--- config.mk ---
export PLATFORM = sky130hd
export DESIGN_NAME = multimodal_token_position_assigner_core_flat
export DESIGN_NICKNAME = d
export VERILOG_FILES = /design/src/design/tpa_pkg.sv /design/src/design/tpa_in_if.sv /design/src/design/tpa_out_if.sv /design/src/design/tpa_front.sv /design/src/design/tpa_queue.sv /design/src/design/tpa_back.sv /design/src/design/multimodal_token_position_assigner_core.sv /design/src/flat_wrapper.sv
export SDC_FILE = /design/constraint.sdc
export NUM_CORES = 1
export LEC_CHECK = 0
export BUFFER_PORTS_ARGS = -buffer_cell sky130_fd_sc_hd__buf_2
export CORE_MARGIN = 1.5
export CORE_UTILIZATION = 40
export DETAILED_ROUTE_END_ITERATION = 6
export GPL_TIMING_DRIVEN = 0
export PLACE_DENSITY = 0.6
export SETUP_SLACK_MARGIN = 0.02
export SYNTH_ARGS = -nofsm -noshare
export SYNTH_HDL_FRONTEND = slang
export SYNTH_SLANG_ARGS = --single-unit
--- constraint.sdc ---
create_clock -name i_clk -period 8.9 [get_ports i_clk]
set_clock_uncertainty 0.15 [all_clocks]
set_input_delay 0.89 -clock i_clk [delete_from_list [all_inputs] [get_ports i_clk]]
set_output_delay 0.89 -clock i_clk [all_outputs]
set_load 0.01 [all_outputs]
--- src/design/tpa_pkg.sv ---
// Package for the token position assigner: widths, status codes, register
// indexes, the classified-token record and the saturating position helper.
// No dependencies.
`default_nettype none

package tpa_pkg;

    localparam int POS_WIDTH     = 20;
    localparam int GRID_SIDE_MAX = 1024;

    localparam int TOKEN_W   = 18;
    localparam int FRAMES_W  = 8;
    localparam int SIDE_W    = 10;
    localparam int HALF_W    = SIDE_W - 1;
    localparam int IMG_CNT_W = 8;
    localparam int STATUS_W  = 3;

    // Wide enough for position + half side + 1 without wrap
    localparam int SUM_W = ((POS_WIDTH > HALF_W) ? POS_WIDTH : HALF_W) + 2;
    localparam logic [POS_WIDTH-1:0] POS_MAX = '1;

    localparam int CFG_IDX_W  = 3;
    localparam int CFG_DATA_W = 18;

    localparam logic [CFG_IDX_W-1:0] CFG_VISION_START  = 3'd0;
    localparam logic [CFG_IDX_W-1:0] CFG_IMAGE_PAD     = 3'd1;
    localparam logic [CFG_IDX_W-1:0] CFG_VIDEO_PAD     = 3'd2;
    localparam logic [CFG_IDX_W-1:0] CFG_VISION_END    = 3'd3;
    localparam logic [CFG_IDX_W-1:0] CFG_EXPECTED_IMGS = 3'd4;

    localparam logic [TOKEN_W-1:0] VIDEO_PAD_RESET = 18'd151656;

    localparam logic [STATUS_W-1:0] ST_OK          = 3'd0;
    localparam logic [STATUS_W-1:0] ST_BAD_GRID    = 3'd1;
    localparam logic [STATUS_W-1:0] ST_EXTRA_BLOCK = 3'd2;
    localparam logic [STATUS_W-1:0] ST_BAD_PAD     = 3'd3;
    localparam logic [STATUS_W-1:0] ST_PAD_MISMATCH = 3'd4;
    localparam logic [STATUS_W-1:0] ST_NO_END      = 3'd5;
    localparam logic [STATUS_W-1:0] ST_TRUNCATED   = 3'd6;
    localparam logic [STATUS_W-1:0] ST_MISSING     = 3'd7;

    localparam int QUEUE_AW    = 1;
    localparam int QUEUE_DEPTH = 1 << QUEUE_AW;

    typedef struct packed {
        logic [TOKEN_W-1:0]   open_tok;
        logic [TOKEN_W-1:0]   image_pad;
        logic [TOKEN_W-1:0]   video_pad;
        logic [TOKEN_W-1:0]   close_tok;
        logic [IMG_CNT_W-1:0] expected_images;
    } t_cfg;

    typedef struct packed {
        logic [TOKEN_W-1:0]  tok;
        logic                is_start;
        logic                is_pad;
        logic                is_end;
        logic                grid_bad;
        logic [FRAMES_W-1:0] frames;
        logic [HALF_W-1:0]   half_rows;
        logic [HALF_W-1:0]   half_cols;
        logic [HALF_W-1:0]   max_half;
        logic                fin;
    } t_cls;

    function automatic logic [POS_WIDTH-1:0] sat_pos(input logic [SUM_W-1:0] s);
        logic [POS_WIDTH-1:0] r;
        if (s > SUM_W'(POS_MAX)) begin
            r = POS_MAX;
        end else begin
            r = s[POS_WIDTH-1:0];
        end
        return r;
    endfunction

endpackage

`default_nettype wire

--- src/design/tpa_in_if.sv ---
// Input token channel: valid/ready handshake with the token fields.
// Depends on tpa_pkg for field widths.
`default_nettype none

interface tpa_in_if;
    logic                          valid;
    logic                          ready;
    logic [tpa_pkg::TOKEN_W-1:0]   token_id;
    logic [tpa_pkg::FRAMES_W-1:0]  grid_frames;
    logic [tpa_pkg::SIDE_W-1:0]    grid_rows;
    logic [tpa_pkg::SIDE_W-1:0]    grid_cols;
    logic                          final_token;

    modport source (output valid, token_id, grid_frames, grid_rows, grid_cols,
                    final_token, input ready);
    modport sink   (input valid, token_id, grid_frames, grid_rows, grid_cols,
                    final_token, output ready);
endinterface

`default_nettype wire

--- src/design/tpa_out_if.sv ---
// Output position channel: valid/ready handshake with the result fields.
// Depends on tpa_pkg for field widths.
`default_nettype none

interface tpa_out_if;
    logic                           valid;
    logic                           ready;
    logic [tpa_pkg::POS_WIDTH-1:0]  pos_time;
    logic [tpa_pkg::POS_WIDTH-1:0]  pos_row;
    logic [tpa_pkg::POS_WIDTH-1:0]  pos_col;
    logic                           is_image_row;
    logic [tpa_pkg::STATUS_W-1:0]   status;
    logic                           last_result;

    modport source (output valid, pos_time, pos_row, pos_col, is_image_row, status,
                    last_result, input ready);
    modport sink   (input valid, pos_time, pos_row, pos_col, is_image_row, status,
                    last_result, output ready);
endinterface

`default_nettype wire

--- src/design/tpa_front.sv ---
// Front stage: accepts tokens, compares them against the configured ids and
// checks the grid, then registers the classified record. Uses tpa_pkg, tpa_in_if.
`default_nettype none

module tpa_front (
    input  wire                   i_clk,
    input  wire                   i_rst_n,
    input  wire tpa_pkg::t_cfg    i_cfg,
    tpa_in_if.sink                i_tok,
    output logic                  o_cls_valid,
    input  wire                   i_cls_ready,
    output tpa_pkg::t_cls         o_cls
);

    logic          r_valid;
    tpa_pkg::t_cls r_cls;
    tpa_pkg::t_cls n_cls;
    logic          w_take;

    logic [tpa_pkg::HALF_W-1:0] w_half_rows;
    logic [tpa_pkg::HALF_W-1:0] w_half_cols;
    logic [tpa_pkg::HALF_W-1:0] w_frames_ext;
    logic [tpa_pkg::HALF_W-1:0] w_max;

    assign i_tok.ready = !r_valid || i_cls_ready;
    assign w_take      = i_tok.valid && i_tok.ready;

    assign w_half_rows  = i_tok.grid_rows[tpa_pkg::SIDE_W-1:1];
    assign w_half_cols  = i_tok.grid_cols[tpa_pkg::SIDE_W-1:1];
    assign w_frames_ext = tpa_pkg::HALF_W'(i_tok.grid_frames);

    always_comb begin
        w_max = w_frames_ext;
        if (w_half_rows > w_max) begin
            w_max = w_half_rows;
        end
        if (w_half_cols > w_max) begin
            w_max = w_half_cols;
        end
    end

    always_comb begin
        n_cls.tok       = i_tok.token_id;
        n_cls.is_start  = (i_tok.token_id == i_cfg.open_tok);
        n_cls.is_pad    = (i_tok.token_id == i_cfg.image_pad) ||
                          (i_tok.token_id == i_cfg.video_pad);
        n_cls.is_end    = (i_tok.token_id == i_cfg.close_tok);
        n_cls.grid_bad  = (i_tok.grid_frames == '0) ||
                          (i_tok.grid_rows == '0) || (i_tok.grid_cols == '0) ||
                          i_tok.grid_rows[0] || i_tok.grid_cols[0] ||
                          (int'(i_tok.grid_rows) >= tpa_pkg::GRID_SIDE_MAX) ||
                          (int'(i_tok.grid_cols) >= tpa_pkg::GRID_SIDE_MAX);
        n_cls.frames    = i_tok.grid_frames;
        n_cls.half_rows = w_half_rows;
        n_cls.half_cols = w_half_cols;
        n_cls.max_half  = w_max;
        n_cls.fin       = i_tok.final_token;
    end

    always_ff @(posedge i_clk) begin
        if (!i_rst_n) begin
            r_valid <= 1'b0;
        end else begin
            if (w_take) begin
                r_valid <= 1'b1;
                r_cls   <= n_cls;
            end else if (i_cls_ready) begin
                r_valid <= 1'b0;
            end
        end
    end

    assign o_cls_valid = r_valid;
    assign o_cls       = r_cls;

endmodule

`default_nettype wire

--- src/design/tpa_queue.sv ---
// Short register queue between the classifier and the position engine.
// Uses tpa_pkg for the record type and depth.
`default_nettype none

module tpa_queue (
    input  wire                   i_clk,
    input  wire                   i_rst_n,
    input  wire                   i_wr_valid,
    output logic                  o_wr_ready,
    input  wire tpa_pkg::t_cls    i_wr_data,
    output logic                  o_rd_valid,
    input  wire                   i_rd_ready,
    output tpa_pkg::t_cls         o_rd_data
);

    tpa_pkg::t_cls                r_mem [tpa_pkg::QUEUE_DEPTH];
    logic [tpa_pkg::QUEUE_AW-1:0] r_wr_ptr;
    logic [tpa_pkg::QUEUE_AW-1:0] r_rd_ptr;
    logic [tpa_pkg::QUEUE_AW:0]   r_count;
    logic                         w_push;
    logic                         w_pop;

    assign o_wr_ready = (r_count != (tpa_pkg::QUEUE_AW+1)'(tpa_pkg::QUEUE_DEPTH));
    assign o_rd_valid = (r_count != '0);
    assign o_rd_data  = r_mem[r_rd_ptr];
    assign w_push     = i_wr_valid && o_wr_ready;
    assign w_pop      = o_rd_valid && i_rd_ready;

    always_ff @(posedge i_clk) begin
        if (!i_rst_n) begin
            r_wr_ptr <= '0;
            r_rd_ptr <= '0;
            r_count  <= '0;
        end else begin
            if (w_push) begin
                r_mem[r_wr_ptr] <= i_wr_data;
                r_wr_ptr        <= r_wr_ptr + 1'b1;
            end
            if (w_pop) begin
                r_rd_ptr <= r_rd_ptr + 1'b1;
            end
            if (w_push && !w_pop) begin
                r_count <= r_count + 1'b1;
            end else if (w_pop && !w_push) begin
                r_count <= r_count - 1'b1;
            end
        end
    end

endmodule

`default_nettype wire

--- src/design/tpa_back.sv ---
// Position engine: walks the prompt phases, runs the frame/row/column
// counters, tracks the sticky error and registers one result per token.
// Uses tpa_pkg and tpa_out_if.
`default_nettype none

module tpa_back (
    input  wire                              i_clk,
    input  wire                              i_rst_n,
    input  wire [tpa_pkg::IMG_CNT_W-1:0]     i_expected_images,
    input  wire                              i_valid,
    output logic                             o_ready,
    input  wire tpa_pkg::t_cls               i_cls,
    tpa_out_if.source                        o_pos
);

    typedef enum logic [1:0] {
        PH_TEXT,
        PH_PAD_FIRST,
        PH_PAD_RUN,
        PH_END
    } t_phase;

    t_phase                          r_phase, n_phase;
    logic [tpa_pkg::POS_WIDTH-1:0]   r_np, n_np;
    logic [tpa_pkg::IMG_CNT_W-1:0]   r_seen, n_seen;
    logic [tpa_pkg::TOKEN_W-1:0]     r_held, n_held;
    logic [tpa_pkg::FRAMES_W-1:0]    r_frame, n_frame;
    logic [tpa_pkg::HALF_W-1:0]      r_row, n_row;
    logic [tpa_pkg::HALF_W-1:0]      r_col, n_col;
    logic [tpa_pkg::FRAMES_W-1:0]    r_lfr, n_lfr;
    logic [tpa_pkg::HALF_W-1:0]      r_lhr, n_lhr;
    logic [tpa_pkg::HALF_W-1:0]      r_lhc, n_lhc;
    logic [tpa_pkg::HALF_W-1:0]      r_lmax, n_lmax;
    logic [tpa_pkg::STATUS_W-1:0]    r_err, n_err;

    logic                            r_ovalid;
    logic [tpa_pkg::POS_WIDTH-1:0]   r_pt, r_pr, r_pc;
    logic                            r_img;
    logic [tpa_pkg::STATUS_W-1:0]    r_status;
    logic                            r_last;

    logic [tpa_pkg::POS_WIDTH-1:0]   w_pt, w_pr, w_pc;
    logic                            w_img;
    logic [tpa_pkg::STATUS_W-1:0]    w_code;
    logic                            w_as_text;
    logic                            w_deq;

    logic [tpa_pkg::POS_WIDTH-1:0]   w_end_pos, w_end_next, w_text_next;
    logic [tpa_pkg::POS_WIDTH-1:0]   w_base, w_base_next;
    logic [tpa_pkg::POS_WIDTH-1:0]   w_pad_t, w_pad_r, w_pad_c;
    logic [tpa_pkg::HALF_W:0]        w_col_inc, w_row_inc;
    logic [tpa_pkg::FRAMES_W:0]      w_frame_inc;

    assign o_ready = !r_ovalid || o_pos.ready;
    assign w_deq   = i_valid && o_ready;

    // Position sums, all saturating
    assign w_end_pos   = tpa_pkg::sat_pos(tpa_pkg::SUM_W'(r_np) + tpa_pkg::SUM_W'(r_lmax));
    assign w_end_next  = tpa_pkg::sat_pos(tpa_pkg::SUM_W'(r_np) + tpa_pkg::SUM_W'(r_lmax)
                                          + tpa_pkg::SUM_W'(1));
    assign w_text_next = tpa_pkg::sat_pos(tpa_pkg::SUM_W'(r_np) + tpa_pkg::SUM_W'(1));
    assign w_base      = (r_phase == PH_END) ? w_end_pos  : r_np;
    assign w_base_next = (r_phase == PH_END) ? w_end_next : w_text_next;
    assign w_pad_t     = tpa_pkg::sat_pos(tpa_pkg::SUM_W'(r_np) + tpa_pkg::SUM_W'(r_frame));
    assign w_pad_r     = tpa_pkg::sat_pos(tpa_pkg::SUM_W'(r_np) + tpa_pkg::SUM_W'(r_row));
    assign w_pad_c     = tpa_pkg::sat_pos(tpa_pkg::SUM_W'(r_np) + tpa_pkg::SUM_W'(r_col));
    assign w_col_inc   = {1'b0, r_col} + 1'b1;
    assign w_row_inc   = {1'b0, r_row} + 1'b1;
    assign w_frame_inc = {1'b0, r_frame} + 1'b1;

    always_comb begin
        n_phase   = r_phase;
        n_np      = r_np;
        n_seen    = r_seen;
        n_held    = r_held;
        n_frame   = r_frame;
        n_row     = r_row;
        n_col     = r_col;
        n_lfr     = r_lfr;
        n_lhr     = r_lhr;
        n_lhc     = r_lhc;
        n_lmax    = r_lmax;
        n_err     = r_err;
        w_code    = tpa_pkg::ST_OK;
        w_as_text = 1'b0;
        w_img     = 1'b0;
        w_pt      = '0;
        w_pr      = '0;
        w_pc      = '0;

        if (r_err == tpa_pkg::ST_OK) begin
            unique case (r_phase)
                PH_PAD_FIRST, PH_PAD_RUN: begin
                    if (i_cls.fin) begin
                        w_code = tpa_pkg::ST_TRUNCATED;
                    end else if (r_phase == PH_PAD_FIRST && !i_cls.is_pad) begin
                        w_code = tpa_pkg::ST_BAD_PAD;
                    end else if (r_phase == PH_PAD_RUN && i_cls.tok != r_held) begin
                        w_code = tpa_pkg::ST_PAD_MISMATCH;
                    end else begin
                        if (r_phase == PH_PAD_FIRST) begin
                            n_held = i_cls.tok;
                        end
                        w_pt    = w_pad_t;
                        w_pr    = w_pad_r;
                        w_pc    = w_pad_c;
                        w_img   = 1'b1;
                        n_phase = PH_PAD_RUN;
                        // advance column, carry into row, then frame
                        if (w_col_inc >= {1'b0, r_lhc}) begin
                            n_col = '0;
                            if (w_row_inc >= {1'b0, r_lhr}) begin
                                n_row   = '0;
                                n_frame = w_frame_inc[tpa_pkg::FRAMES_W-1:0];
                                if (w_frame_inc >= {1'b0, r_lfr}) begin
                                    n_phase = PH_END;
                                end
                            end else begin
                                n_row = w_row_inc[tpa_pkg::HALF_W-1:0];
                            end
                        end else begin
                            n_col = w_col_inc[tpa_pkg::HALF_W-1:0];
                        end
                    end
                end
                PH_END: begin
                    if (!i_cls.is_end) begin
                        w_code = tpa_pkg::ST_NO_END;
                    end else begin
                        n_np      = w_end_pos;
                        n_phase   = PH_TEXT;
                        w_as_text = 1'b1;
                    end
                end
                PH_TEXT: begin
                    w_as_text = 1'b1;
                end
                default: begin
                    w_as_text = 1'b1;
                end
            endcase

            if (w_as_text) begin
                if (i_cls.is_start) begin
                    if (r_seen >= i_expected_images) begin
                        w_code = tpa_pkg::ST_EXTRA_BLOCK;
                    end else if (i_cls.grid_bad) begin
                        w_code = tpa_pkg::ST_BAD_GRID;
                    end else begin
                        n_lfr   = i_cls.frames;
                        n_lhr   = i_cls.half_rows;
                        n_lhc   = i_cls.half_cols;
                        n_lmax  = i_cls.max_half;
                        n_frame = '0;
                        n_row   = '0;
                        n_col   = '0;
                        n_seen  = r_seen + 1'b1;
                        w_pt    = w_base;
                        w_pr    = w_base;
                        w_pc    = w_base;
                        n_np    = w_base_next;
                        n_phase = PH_PAD_FIRST;
                        if (i_cls.fin) begin
                            w_code = tpa_pkg::ST_TRUNCATED;
                        end
                    end
                end else begin
                    w_pt = w_base;
                    w_pr = w_base;
                    w_pc = w_base;
                    n_np = w_base_next;
                end
                if (w_code == tpa_pkg::ST_OK && i_cls.fin && n_seen != i_expected_images) begin
                    w_code = tpa_pkg::ST_MISSING;
                end
            end

            if (w_code != tpa_pkg::ST_OK) begin
                n_err = w_code;
            end
        end

        if (n_err != tpa_pkg::ST_OK) begin
            w_pt  = '0;
            w_pr  = '0;
            w_pc  = '0;
            w_img = 1'b0;
        end
    end

    always_ff @(posedge i_clk) begin
        if (!i_rst_n) begin
            r_phase  <= PH_TEXT;
            r_np     <= '0;
            r_seen   <= '0;
            r_held   <= '0;
            r_frame  <= '0;
            r_row    <= '0;
            r_col    <= '0;
            r_lfr    <= '0;
            r_lhr    <= '0;
            r_lhc    <= '0;
            r_lmax   <= '0;
            r_err    <= tpa_pkg::ST_OK;
            r_ovalid <= 1'b0;
        end else begin
            if (w_deq) begin
                r_ovalid <= 1'b1;
                r_pt     <= w_pt;
                r_pr     <= w_pr;
                r_pc     <= w_pc;
                r_img    <= w_img;
                r_status <= n_err;
                r_last   <= i_cls.fin;
                if (i_cls.fin) begin
                    // prompt closed: drop all per-prompt state
                    r_phase <= PH_TEXT;
                    r_np    <= '0;
                    r_seen  <= '0;
                    r_held  <= '0;
                    r_frame <= '0;
                    r_row   <= '0;
                    r_col   <= '0;
                    r_lfr   <= '0;
                    r_lhr   <= '0;
                    r_lhc   <= '0;
                    r_lmax  <= '0;
                    r_err   <= tpa_pkg::ST_OK;
                end else begin
                    r_phase <= n_phase;
                    r_np    <= n_np;
                    r_seen  <= n_seen;
                    r_held  <= n_held;
                    r_frame <= n_frame;
                    r_row   <= n_row;
                    r_col   <= n_col;
                    r_lfr   <= n_lfr;
                    r_lhr   <= n_lhr;
                    r_lhc   <= n_lhc;
                    r_lmax  <= n_lmax;
                    r_err   <= n_err;
                end
            end else if (o_pos.ready) begin
                r_ovalid <= 1'b0;
            end
        end
    end

    assign o_pos.valid        = r_ovalid;
    assign o_pos.pos_time     = r_pt;
    assign o_pos.pos_row      = r_pr;
    assign o_pos.pos_col      = r_pc;
    assign o_pos.is_image_row = r_img;
    assign o_pos.status       = r_status;
    assign o_pos.last_result  = r_last;

    a_err_sticky: assert property (@(posedge i_clk) disable iff (!i_rst_n)
        (w_deq && r_err != tpa_pkg::ST_OK && !i_cls.fin) |=> (r_err == $past(r_err)))
        else $error("held error code changed inside a prompt");

    a_fin_clears: assert property (@(posedge i_clk) disable iff (!i_rst_n)
        (w_deq && i_cls.fin) |=> (r_phase == PH_TEXT && r_err == tpa_pkg::ST_OK &&
                                  r_np == '0 && r_seen == '0))
        else $error("prompt state not cleared after final token");

    a_err_zero_pos: assert property (@(posedge i_clk) disable iff (!i_rst_n)
        (w_deq && n_err != tpa_pkg::ST_OK) |=> (r_pt == '0 && r_pr == '0 && r_pc == '0 &&
                                              !r_img))
        else $error("nonzero position emitted under an error");

    a_no_overwrite: assert property (@(posedge i_clk) disable iff (!i_rst_n)
        (r_ovalid && !o_pos.ready) |=> (r_ovalid && $stable(r_pt) && $stable(r_status)))
        else $error("stalled result overwritten");

endmodule

`default_nettype wire

--- src/design/multimodal_token_position_assigner_core.sv ---
// Top level of the token position assigner: configuration registers,
// classifier front, queue and position engine. Uses tpa_pkg and the channel interfaces.
// Path: a token is registered in the front stage, then in the queue, then in the engine's result register.
// Throughput: one token per cycle while the receiver takes results; the engine's per-token state update sets it.
// Reset: synchronous, active low; clears all prompt state and loads register defaults.
`default_nettype none

module multimodal_token_position_assigner_core (
    input  wire                               i_clk,
    input  wire                               i_rst_n,
    input  wire                               i_cfg_wr_en,
    input  wire [tpa_pkg::CFG_IDX_W-1:0]      i_cfg_index,
    input  wire [tpa_pkg::CFG_DATA_W-1:0]     i_cfg_wdata,
    tpa_in_if.sink                            i_tok,
    tpa_out_if.source                         o_pos
);

    tpa_pkg::t_cfg r_cfg;

    logic          w_f_valid;
    logic          w_f_ready;
    tpa_pkg::t_cls w_f_cls;
    logic          w_q_valid;
    logic          w_q_ready;
    tpa_pkg::t_cls w_q_cls;

    always_ff @(posedge i_clk) begin
        if (!i_rst_n) begin
            r_cfg.open_tok        <= '0;
            r_cfg.image_pad       <= '0;
            r_cfg.video_pad       <= tpa_pkg::VIDEO_PAD_RESET;
            r_cfg.close_tok       <= '0;
            r_cfg.expected_images <= '0;
        end else if (i_cfg_wr_en) begin
            unique case (i_cfg_index)
                tpa_pkg::CFG_VISION_START:  r_cfg.open_tok     <= i_cfg_wdata;
                tpa_pkg::CFG_IMAGE_PAD:     r_cfg.image_pad    <= i_cfg_wdata;
                tpa_pkg::CFG_VIDEO_PAD:     r_cfg.video_pad    <= i_cfg_wdata;
                tpa_pkg::CFG_VISION_END:    r_cfg.close_tok    <= i_cfg_wdata;
                tpa_pkg::CFG_EXPECTED_IMGS: begin
                    r_cfg.expected_images <= i_cfg_wdata[tpa_pkg::IMG_CNT_W-1:0];
                end
                default: ;
            endcase
        end
    end

    tpa_front u_front (
        .i_clk       (i_clk),
        .i_rst_n     (i_rst_n),
        .i_cfg       (r_cfg),
        .i_tok       (i_tok),
        .o_cls_valid (w_f_valid),
        .i_cls_ready (w_f_ready),
        .o_cls       (w_f_cls)
    );

    tpa_queue u_queue (
        .i_clk      (i_clk),
        .i_rst_n    (i_rst_n),
        .i_wr_valid (w_f_valid),
        .o_wr_ready (w_f_ready),
        .i_wr_data  (w_f_cls),
        .o_rd_valid (w_q_valid),
        .i_rd_ready (w_q_ready),
        .o_rd_data  (w_q_cls)
    );

    tpa_back u_back (
        .i_clk             (i_clk),
        .i_rst_n           (i_rst_n),
        .i_expected_images (r_cfg.expected_images),
        .i_valid           (w_q_valid),
        .o_ready           (w_q_ready),
        .i_cls             (w_q_cls),
        .o_pos             (o_pos)
    );

endmodule

`default_nettype wire

--- src/flat_wrapper.sv ---
// flat-port wrapper written by rule: the top's interface ports become plain ports
module multimodal_token_position_assigner_core_flat 
  (i_clk, i_rst_n, i_cfg_wr_en, i_cfg_index, i_cfg_wdata, i_tok_valid, i_tok_token_id, i_tok_grid_frames, i_tok_grid_rows, i_tok_grid_cols, i_tok_final_token, i_tok_ready, o_pos_valid, o_pos_pos_time, o_pos_pos_row, o_pos_pos_col, o_pos_is_image_row, o_pos_status, o_pos_last_result, o_pos_ready);
  tpa_in_if i_tok_i ();
  tpa_out_if o_pos_i ();
  input  wire i_clk;
  input  wire i_rst_n;
  input  wire i_cfg_wr_en;
  input  wire [tpa_pkg::CFG_IDX_W-1:0] i_cfg_index;
  input  wire [tpa_pkg::CFG_DATA_W-1:0] i_cfg_wdata;
  input wire logic [$bits(i_tok_i.valid)-1:0] i_tok_valid;
  input wire logic [$bits(i_tok_i.token_id)-1:0] i_tok_token_id;
  input wire logic [$bits(i_tok_i.grid_frames)-1:0] i_tok_grid_frames;
  input wire logic [$bits(i_tok_i.grid_rows)-1:0] i_tok_grid_rows;
  input wire logic [$bits(i_tok_i.grid_cols)-1:0] i_tok_grid_cols;
  input wire logic [$bits(i_tok_i.final_token)-1:0] i_tok_final_token;
  output wire logic [$bits(i_tok_i.ready)-1:0] i_tok_ready;
  output wire logic [$bits(o_pos_i.valid)-1:0] o_pos_valid;
  output wire logic [$bits(o_pos_i.pos_time)-1:0] o_pos_pos_time;
  output wire logic [$bits(o_pos_i.pos_row)-1:0] o_pos_pos_row;
  output wire logic [$bits(o_pos_i.pos_col)-1:0] o_pos_pos_col;
  output wire logic [$bits(o_pos_i.is_image_row)-1:0] o_pos_is_image_row;
  output wire logic [$bits(o_pos_i.status)-1:0] o_pos_status;
  output wire logic [$bits(o_pos_i.last_result)-1:0] o_pos_last_result;
  input wire logic [$bits(o_pos_i.ready)-1:0] o_pos_ready;
  assign i_tok_i.valid = i_tok_valid;
  assign i_tok_i.token_id = i_tok_token_id;
  assign i_tok_i.grid_frames = i_tok_grid_frames;
  assign i_tok_i.grid_rows = i_tok_grid_rows;
  assign i_tok_i.grid_cols = i_tok_grid_cols;
  assign i_tok_i.final_token = i_tok_final_token;
  assign i_tok_ready = i_tok_i.ready;
  assign o_pos_valid = o_pos_i.valid;
  assign o_pos_pos_time = o_pos_i.pos_time;
  assign o_pos_pos_row = o_pos_i.pos_row;
  assign o_pos_pos_col = o_pos_i.pos_col;
  assign o_pos_is_image_row = o_pos_i.is_image_row;
  assign o_pos_status = o_pos_i.status;
  assign o_pos_last_result = o_pos_i.last_result;
  assign o_pos_i.ready = o_pos_ready;
  multimodal_token_position_assigner_core u_core (.i_clk(i_clk), .i_rst_n(i_rst_n), .i_cfg_wr_en(i_cfg_wr_en), .i_cfg_index(i_cfg_index), .i_cfg_wdata(i_cfg_wdata), .i_tok(i_tok_i), .o_pos(o_pos_i));
endmodule
==> summary.md, run 1 <==
| Metric | Value |
|---|---|
| Clock insertion delay at the later pin of the skew report | `0.62 ns` |
| Fraction of registers with async set/reset | `0%` |
| Routed WL per cell | `19.8 um` |
| Time the worst path needs with I/O delays and setup | `4.93 ns` |
| Slowest CP cell | `sky130_fd_sc_hd__o311ai_2` |
| Largest net degree at the start of global routing | `59` |
| Count of TritonRoute iterations in the first routing pass | `5` |
| Synth Cell Area | `23600 um2` |
| Final hold viol count | `0` |
| Cells after synthesis | `2481` |
| Placement Cell Area | `25400 um2` |
| Most common library cells after synthesis | `325 x sky130_fd_sc_hd__nand2_1, 266 x sky130_fd_sc_hd__a21oi_1, 239 x sky130_fd_sc_hd__edfxtp_1` |
| Worst Reg-to-Reg Cells | `11` |
| Via count of the routed design | `19234` |
| Sw frac | `32.3%` |
| Area share of the leading cell type in the synthesized netlist | `30.4%` |
| Number of rows in the core area | `88` |
| CTS tree | `done` |
| # diodes | `0` |
| Total power divided by cell area | `216 nW/um2` |
| Via count of the first global-routing pass | `18591` |
| Combinational share of power | `24.5%` |
| Setup crit end | `u_core.u_front.o_cls[2]` |
| Origin of the worst setup path | `i_tok_grid_frames[1]` |
| Final Wtd Congestion | `0.928` |
| Initial cell density of the core | `40.6%` |
| Port Buf Inserts | `138` |
| Number of antenna violations at the first check in global routing | `0` |
| Minimum hold slack | `0.283 ns` |
| Slew of the pin with the lowest slew margin | `1.40 ns` |
| Crit-path cells | `buf_2, inv_1, ha_1, nor2b_1, o21a_1, o21a_1, o21ai_0, nand2b_1, a21oi_1, o311ai_2, mux2i_1, ha_1, nor2b_1, o21a_1, o21ai_0, nand2b_1, a21oi_1, o21ai_0, a21oi_1, clkbuf_1, a21oi_1` |
| Detailed Route WL | `69100 um` |
| Net Sw Power | `1.88 mW` |
| Area delta synth->final | `14.4%` |
| Number of buffers inserted by post-CTS setup repair | `0` |
| Most instantiated library cell after synthesis | `sky130_fd_sc_hd__nand2_1` |
| Post-synth top area cell | `sky130_fd_sc_hd__edfxtp_1` |
| Cell-internal power | `3.94 mW` |
| Number of max-cap violations | `0` |
| CP Max Fanout | `10` |
| Fillers | `5578` |
| Count of final max-slew check failures | `0` |
| Clock transition at the registers of the reported paths | `0.06 ns` |
| Syn Nets | `2656` |
| Total congestion overflow | `0` |
| DRC violation count after routing | `0` |
| Unrepaired setup endpoints after global routing | `false` |
| I/O pin total | `140` |
| Reg-to-reg slack, setup | `4.09 ns` |
| Total Neg Setup Slack | `0 ns` |
| Run status | `finished, final reports clean` |
| CP Data Required Time | `9.08 ns` |
| Buffer levels on the longest clock path | `3` |
| All-layer global routing usage | `22.7%` |
| Number of buffers inserted during clock tree synthesis | `49` |
| Die H | `246 um` |
| Final core occ | `46.5%` |
| Proportion of synthesized chip area in sequential cells | `47.3%` |
| Sort of element at the end of the critical path | `register` |
| Top post-synthesis cells by area | `sky130_fd_sc_hd__edfxtp_1 30%, sky130_fd_sc_hd__dfxtp_1 17%, sky130_fd_sc_hd__a21oi_1 5.6%` |
| Leakage component of the power | `9.59 nW` |
| Slowest Stage Delay on Critical Path | `0.78 ns` |
| Count of state elements after synthesis | `438` |
| Most used flip-flop cell after synthesis | `sky130_fd_sc_hd__edfxtp_1` |
| Hold buffers post-CTS | `0` |
| Top cell by count, worst path | `sky130_fd_sc_hd__a21oi_1` |
| Placeable core region | `58000 um2` |
| Post-DP HPWL | `52800 um` |
| Start-to-end type of the worst setup path | `in2reg` |
| Power share of the sequential group | `40.9%` |
| Startpoint class of the critical path | `input port` |
| Clock H-tree levels | `2` |
| Number of antenna-violating nets in the routed design | `0` |
| Max Clock Freq | `203 MHz` |
| Library cells used by synthesis | `96` |
| Period Utilization, post-route | `55.4%` |
| Net count of the finished layout | `2850` |
| Startpoint of the most critical register-to-register path | `u_core.u_back.r_np[1]` |
| Share of post-route cells with drive strength above 1 | `10.3%` |
| Vias per Instance | `5.53` |
| Sinks on Clock Net | `438` |
| Final setup violating endpoints | `0` |
| Crit Reg-Reg Endpoint | `u_core.u_back.o_pos.pos_row[4]` |
| Post-Layout Inst Area | `27000 um2` |
| Count of synthesis-stage warnings from yosys | `0` |
| Number of buffers and inverters on the critical path | `3` |
| Worst hold path type | `reg2reg` |
| Die Outline Area | `60400 um2` |
| Relative contribution of the clock network to total power | `34.6%` |
| Worst ir drop on vdd | `0.144 mV` |
| Number of enable flip-flop cells after synthesis | `239` |
| Chip Width | `246 um` |
| Wire length of the first global-routing pass | `106000 um` |
| Total stage count of the critical path | `21` |
| Root Buffer Master | `sky130_fd_sc_hd__clkbuf_16` |
| Post-CTS Resized | `0` |
| 1st-iter DRT viols | `1519` |
| Crit path arrival time | `5.11 ns` |
| Worst relative slew slack | `5.80%` |
| Top Family by Delay on Critical Path | `compound AO/OA/AOI/OAI gates` |
| Post-synthesis area per instance | `9.50 um2` |
==> power by group through the flow <==
stage,sequential [mW],clock (mW),combinational (mW)
6_report,2.39,2.02,1.43
5_1_grt,2.40,2.15,1.56
2_1_floorplan,2.44,0,0.924
3_3_place_gp,2.44,0,1.38
3_5_place_dp,2.43,0,1.42
4_1_cts,2.39,2.06,1.43
==> metrics by stage <==
| stage | total power [mW] | instances | worst slack [ns] |
|---|---|---|---|
| after floorplan | 3.37 | 2481 | 3.95 |
| after global placement | 3.83 | 3384 | 1.94 |
| after detailed placement | 3.85 | 3389 | 3.39 |
| after CTS | 5.88 | 3480 | 4.04 |
| after global routing | 6.11 | 3480 | 3.49 |
| final | 5.83 | 3480 | 3.97 |
==> how the worst min path moves through the flow <==
stage                             startpoint                          end  slack, ns  cells past startpoint
global route        u_core.u_front.o_cls[51]  u_core.u_queue.r_mem[0][51]       0.30                      0
floorplan            u_core.u_front.o_cls[0]   u_core.u_queue.r_mem[0][0]       0.27                      0
CTS                        i_tok_final_token      u_core.u_front.o_cls[0]       0.28                      1
detailed placement  u_core.u_front.o_cls[37]  u_core.u_queue.r_mem[0][37]       0.28                      0
finish              u_core.u_front.o_cls[51]  u_core.u_queue.r_mem[0][51]       0.28                      0
global placement    u_core.u_front.o_cls[17]  u_core.u_queue.r_mem[1][17]       0.27                      0
==> registers in the layout (all words and copies together), names as in the netlist, 9 cells and up, named ones only <==
name                          cells
u_core.u_back.r_lmax              9
u_core.u_front.o_cls             58
u_core.u_back.r_col               9
u_core.u_back.r_held             18
u_core.u_back.o_pos.pos_col      20
u_core.u_back.r_row               9
u_core.r_cfg                     80
u_core.u_back.o_pos.pos_time     20
u_core.u_back.r_lhc               9
u_core.u_queue.r_mem            116
u_core.u_back.r_np               20
u_core.u_back.o_pos.pos_row      20
u_core.u_back.r_lhr               9
==> metal layers <==
layer | share of wire [%] | vias to the layer above | wire length, um | track usage (%)
li1 | - | 9366 | - | -
met3 | 5.1 | 129 | 3540 | 2.70
met1 | 44 | 9136 | 30700 | 29.8
met5 | 0 | - | 0 | 0
met4 | 3.0 | 0 | 2070 | 7.63
met2 | 47 | 603 | 32800 | 38.4
==> cell usage in the layout (no fill, tap or decap), types with 14 or more instances in the layout <==
| cell | instances |
|---|---|
| sky130_fd_sc_hd__xor2_1 | 86 |
| sky130_fd_sc_hd__ha_1 | 98 |
| sky130_fd_sc_hd__a31oi_1 | 20 |
| sky130_fd_sc_hd__buf_1 | 14 |
| sky130_fd_sc_hd__nand2b_1 | 26 |
| sky130_fd_sc_hd__nand3_1 | 71 |
| sky130_fd_sc_hd__mux2i_1 | 65 |
| sky130_fd_sc_hd__a21oi_1 | 266 |
| sky130_fd_sc_hd__and3_1 | 20 |
| sky130_fd_sc_hd__o211ai_1 | 29 |
| sky130_fd_sc_hd__nand2_1 | 325 |
| sky130_fd_sc_hd__o21ai_1 | 16 |
| sky130_fd_sc_hd__nor2_1 | 163 |
| sky130_fd_sc_hd__nor4_1 | 29 |
| sky130_fd_sc_hd__xnor2_1 | 100 |
| sky130_fd_sc_hd__nand4_1 | 25 |
| sky130_fd_sc_hd__inv_1 | 80 |
| sky130_fd_sc_hd__dfxtp_1 | 199 |
| sky130_fd_sc_hd__and2_1 | 17 |
| sky130_fd_sc_hd__o21ai_0 | 117 |
| sky130_fd_sc_hd__nor3_1 | 90 |
| sky130_fd_sc_hd__buf_2 | 142 |
| sky130_fd_sc_hd__nor2b_1 | 16 |
| sky130_fd_sc_hd__clkbuf_1 | 124 |
| sky130_fd_sc_hd__a21o_1 | 28 |
| sky130_fd_sc_hd__edfxtp_1 | 239 |
| sky130_fd_sc_hd__clkbuf_16 | 52 |
==> cells by family (layout without fill, tap and decap cells) <==
| kind of cell | after synthesis | after routing | share of synthesized area (%) |
|---|---|---|---|
| buffers and inverters | 220 | 454 | 3.84 |
| flip-flops | 438 | 438 | 47.3 |
| XOR/XNOR | 186 | 186 | 6.91 |
| AO/OA/AOI/OAI | 622 | 622 | 16.4 |
| multiplexers | 74 | 74 | 3.25 |
| adder cells (fa/ha/maj) | 102 | 102 | 5.54 |
| AND/OR/NAND/NOR | 839 | 839 | 16.7 |
==> cell type report <==
type / instances / area (um2) / area share (%)
buffer: 139 / 602 / 2.23
clock buffer: 67 / 1370 / 5.07
clock inverter: 24 / 248 / 0.919
inverter: 81 / 304 / 1.13
multi-input combinational: 1823 / 11500 / 42.8
sequential: 438 / 11200 / 41.4
tap: 765 / 957 / 3.55
timing repair buffer: 143 / 793 / 2.94
Note: power is estimated with default switching activity, not from simulation.
==> inputs of run 2 (changes only) <==
Clock period 8.9 ns to 4.8 ns, I/O delays scaled along.
==> run 2 against run 1 <==
Via count increased by 0.76%. Critical path depth decreased by 8. Cell area increased by 1.7%. Combinational power increased by 87%. Sequential cell count unchanged. Sequential share of layout area decreased by 0.69 points. Die area unchanged. Clock-buffer cell count unchanged. Register-to-register slack got worse by 3.8 ns. Non-clock buffer count increased by 44.
==> summary.md, run 2 (same netlist as run 1, synthesis figures left out) <==
| Metric | Value |
|---|---|
| Slowest Stage Delay on Critical Path | `0.57 ns (-0.21 ns)` |
| CTS tree | `done` |
| Share of post-route cells with drive strength above 1 | `10.4% (+0.016 points)` |
| Routed WL per cell | `19.7 um (-0.70%)` |
| Number of buffers inserted by post-CTS setup repair | `0 (unchanged)` |
| Minimum hold slack | `0.0164 ns (-0.267 ns)` |
| Net count of the finished layout | `2894 (+1.5%)` |
| Crit-path cells | `ha_1, inv_1, fa_1, nor2b_1, o2111ai_1, a21boi_2, nand3_1, xor2_1, or3_1, o31ai_4, buf_4, o21ai_1, a21oi_1` |
| Total Neg Setup Slack | `0 ns (unchanged)` |
| Most common cell after layout, fill and taps aside | `sky130_fd_sc_hd__nand2_1` |
| Post-DP HPWL | `52800 um (unchanged)` |
| Number of antenna-violating nets in the routed design | `0 (unchanged)` |
| Initial cell density of the core | `40.6% (unchanged)` |
| Worst ir drop on vdd | `0.265 mV (+83%)` |
| Final setup violating endpoints | `0 (unchanged)` |
| Number of antenna violations at the first check in global routing | `0 (unchanged)` |
| Sort of element at the end of the critical path | `register` |
| Total stage count of the critical path | `13 (-38%)` |
| I/O pin total | `140 (unchanged)` |
| DRC violation count after routing | `0 (unchanged)` |
| Largest net degree at the start of global routing | `59 (unchanged)` |
| Number of buffers inserted during clock tree synthesis | `49 (unchanged)` |
| Max Clock Freq | `223 MHz` |
| Wire length of the first global-routing pass | `107000 um (+0.39%)` |
| Number of rows in the core area | `88 (unchanged)` |
| Buffer levels on the longest clock path | `3 (unchanged)` |
| Chip Width | `246 um (unchanged)` |
| Time the worst path needs with I/O delays and setup | `4.48 ns` |
| Port Buf Inserts | `138 (unchanged)` |
| Origin of the worst setup path | `u_core.u_back.r_np[0]` |
| Number of max-cap violations | `0 (unchanged)` |
| Total power divided by cell area | `395 nW/um2 (+83%)` |
| Setup crit end | `u_core.u_back.r_np[7]` |
| Top Family by Delay on Critical Path | `compound AO/OA/AOI/OAI gates` |
| Worst relative slew slack | `4.26% (-1.5 points)` |
| # diodes | `0 (unchanged)` |
| Die Outline Area | `60400 um2 (unchanged)` |
| Detailed Route WL | `69500 um (+0.55%)` |
| Via count of the first global-routing pass | `18686 (+0.51%)` |
| Final Wtd Congestion | `0.928 (unchanged)` |
| Unrepaired setup endpoints after global routing | `false` |
| Slowest CP cell | `sky130_fd_sc_hd__a21boi_2` |
| Via count of the routed design | `19381 (+0.76%)` |
| Sinks on Clock Net | `438 (unchanged)` |
| Crit Reg-Reg Endpoint | `u_core.u_back.r_np[7]` |
| CP Data Required Time | `5.18 ns (-3.90 ns)` |
| Total congestion overflow | `0 (unchanged)` |
| Count of TritonRoute iterations in the first routing pass | `7 (+2)` |
| Die H | `246 um (unchanged)` |
| Startpoint of the most critical register-to-register path | `u_core.u_back.r_np[0]` |
| Clock transition at the registers of the reported paths | `0.06 ns (about the same)` |
| Slew of the pin with the lowest slew margin | `1.43 ns (+0.0228 ns)` |
| Worst hold path type | `in2reg` |
| All-layer global routing usage | `22.7% (+0.072 points)` |
| Period Utilization, post-route | `93.4%` |
| Leakage component of the power | `9.78 nW (+2.0%)` |
| Run status | `finished, final reports clean` |
| Final hold viol count | `0 (unchanged)` |
| Root Buffer Master | `sky130_fd_sc_hd__clkbuf_16` |
| Number of buffers and inverters on the critical path | `2 (-1)` |
| Clock insertion delay at the later pin of the skew report | `0.62 ns (about the same)` |
| Area delta synth->final | `16.4%` |
| Largest Register | `u_core.u_queue.r_mem` |
| CP Max Fanout | `12 (+2)` |
| Clock H-tree levels | `2 (unchanged)` |
| Flip-flop count of the largest register, all copies and words added | `116 (unchanged)` |
| Crit path arrival time | `4.87 ns (-0.24 ns)` |
| Commonest cells after routing, fill and taps aside | `325 x sky130_fd_sc_hd__nand2_1, 265 x sky130_fd_sc_hd__a21oi_1, 239 x sky130_fd_sc_hd__edfxtp_1, 197 x sky130_fd_sc_hd__dfxtp_1, 163 x sky130_fd_sc_hd__nor2_1` |
| 1st-iter DRT viols | `1494 (-1.6%)` |
| Start-to-end type of the worst setup path | `reg2reg` |
| Reg-to-reg slack, setup | `0.32 ns (-3.77 ns)` |
| Startpoint class of the critical path | `register` |
| Worst Reg-to-Reg Cells | `13 (+2)` |
| Vias per Instance | `5.50 (-0.49%)` |
| Placeable core region | `58000 um2 (unchanged)` |
| Fillers | `5540 (-0.68%)` |
| Count of final max-slew check failures | `0 (unchanged)` |
## run 2: cell count changes in the layout (fill, tap and decap cells not counted)
cell,delta
sky130_fd_sc_hd__clkbuf_1,-1
sky130_fd_sc_hd__dfxtp_2,+2
sky130_fd_sc_hd__a21oi_1,-1
sky130_fd_sc_hd__nor3_2,+1
sky130_fd_sc_hd__dfxtp_1,-2
sky130_fd_sc_hd__clkbuf_2,+1
sky130_fd_sc_hd__a21oi_2,+1
sky130_fd_sc_hd__dlygate4sd3_1,+44
sky130_fd_sc_hd__o311ai_2,-1
sky130_fd_sc_hd__o311ai_4,+1
sky130_fd_sc_hd__nor3_1,-1
## run 2: how the worst min path moves through the flow
stage	start	end	slack, ns	cells past startpoint
after floorplan	u_core.u_front.o_cls[0]	u_core.u_queue.r_mem[0][0]	0.27	0
after detailed placement	u_core.u_front.o_cls[37]	u_core.u_queue.r_mem[0][37]	0.28	0
final	i_tok_token_id[17]	u_core.u_front.o_cls[57]	0.02	1
after global placement	u_core.u_front.o_cls[17]	u_core.u_queue.r_mem[1][17]	0.27	0
after global routing	i_tok_token_id[17]	u_core.u_front.o_cls[57]	0.007	1
after CTS	i_tok_token_id[17]	u_core.u_front.o_cls[57]	0.001	1
## run 2: cell type report
| type | count | area [um2] | area share, % |
|---|---|---|---|
| Sequential cell | 438 | 11200 | 40.7 |
| Timing Repair Buffer | 187 | 1230 | 4.50 |
| Clock inverter | 24 | 248 | 0.903 |
| Multi-Input combinational cell | 1823 | 11600 | 42.1 |
| Inverter | 81 | 304 | 1.11 |
| Buffer | 139 | 603 | 2.20 |
| Tap cell | 765 | 957 | 3.49 |
| Clock buffer | 67 | 1370 | 4.99 |
## run 2: through the flow
stage | instance area, um2 | utilization (%) | cells | total power, mW | worst slack [ns]
2_1_floorplan | 23600 | - | 2481 | 6.24 | 0.264
3_3_place_gp | 25200 | 43.5 | 3384 | 7.09 | -1.75
3_5_place_dp | 25400 | 43.7 | 3389 | 7.14 | -0.304
4_1_cts | 27400 | 47.2 | 3524 | 10.9 | 0.0563
5_1_grt | 27400 | 47.3 | 3524 | 11.4 | 0.0999
6_report | 27400 | 47.3 | 3524 | 10.8 | 0.316
## run 2: repair_timing
| item | CTS | global route |
|---|---|---|
| hold buffers | 44 | 0 |
| hold endpoints to repair | 60 | 0 |
| gates resized for setup | 0 | 7 |
| endpoints found under the setup margin | 0 | 58 |
## run 2: worst register-to-register path, stage by stage (launching register included)
cell and delay (ns):
sky130_fd_sc_hd__dfxtp_2 0.55, sky130_fd_sc_hd__ha_1 0.26, sky130_fd_sc_hd__inv_1 0.06, sky130_fd_sc_hd__fa_1 0.41, sky130_fd_sc_hd__nor2b_1 0.28, sky130_fd_sc_hd__o2111ai_1 0.20
sky130_fd_sc_hd__a21boi_2 0.57, sky130_fd_sc_hd__nand3_1 0.18, sky130_fd_sc_hd__xor2_1 0.23, sky130_fd_sc_hd__or3_1 0.51, sky130_fd_sc_hd__o31ai_4 0.45, sky130_fd_sc_hd__buf_4 0.29
sky130_fd_sc_hd__o21ai_1 0.10, sky130_fd_sc_hd__a21oi_1 0.15
## run 2: power by group
group	internal, mW	total [mW]	switching, mW
sequential	4.29	4.43	0.139
combinational	0.881	2.68	1.80
clock	2.17	3.74	1.57
total	7.34	10.8	3.50
## run 2: per-layer routing
metal	GRT usage, %	vias to the layer above	part of all wire [%]
met5	0	-	0
met3	2.70	129	5.0
met2	38.6	599	48
li1	-	9452	-
met4	7.58	0	2.9
met1	29.9	9201	45
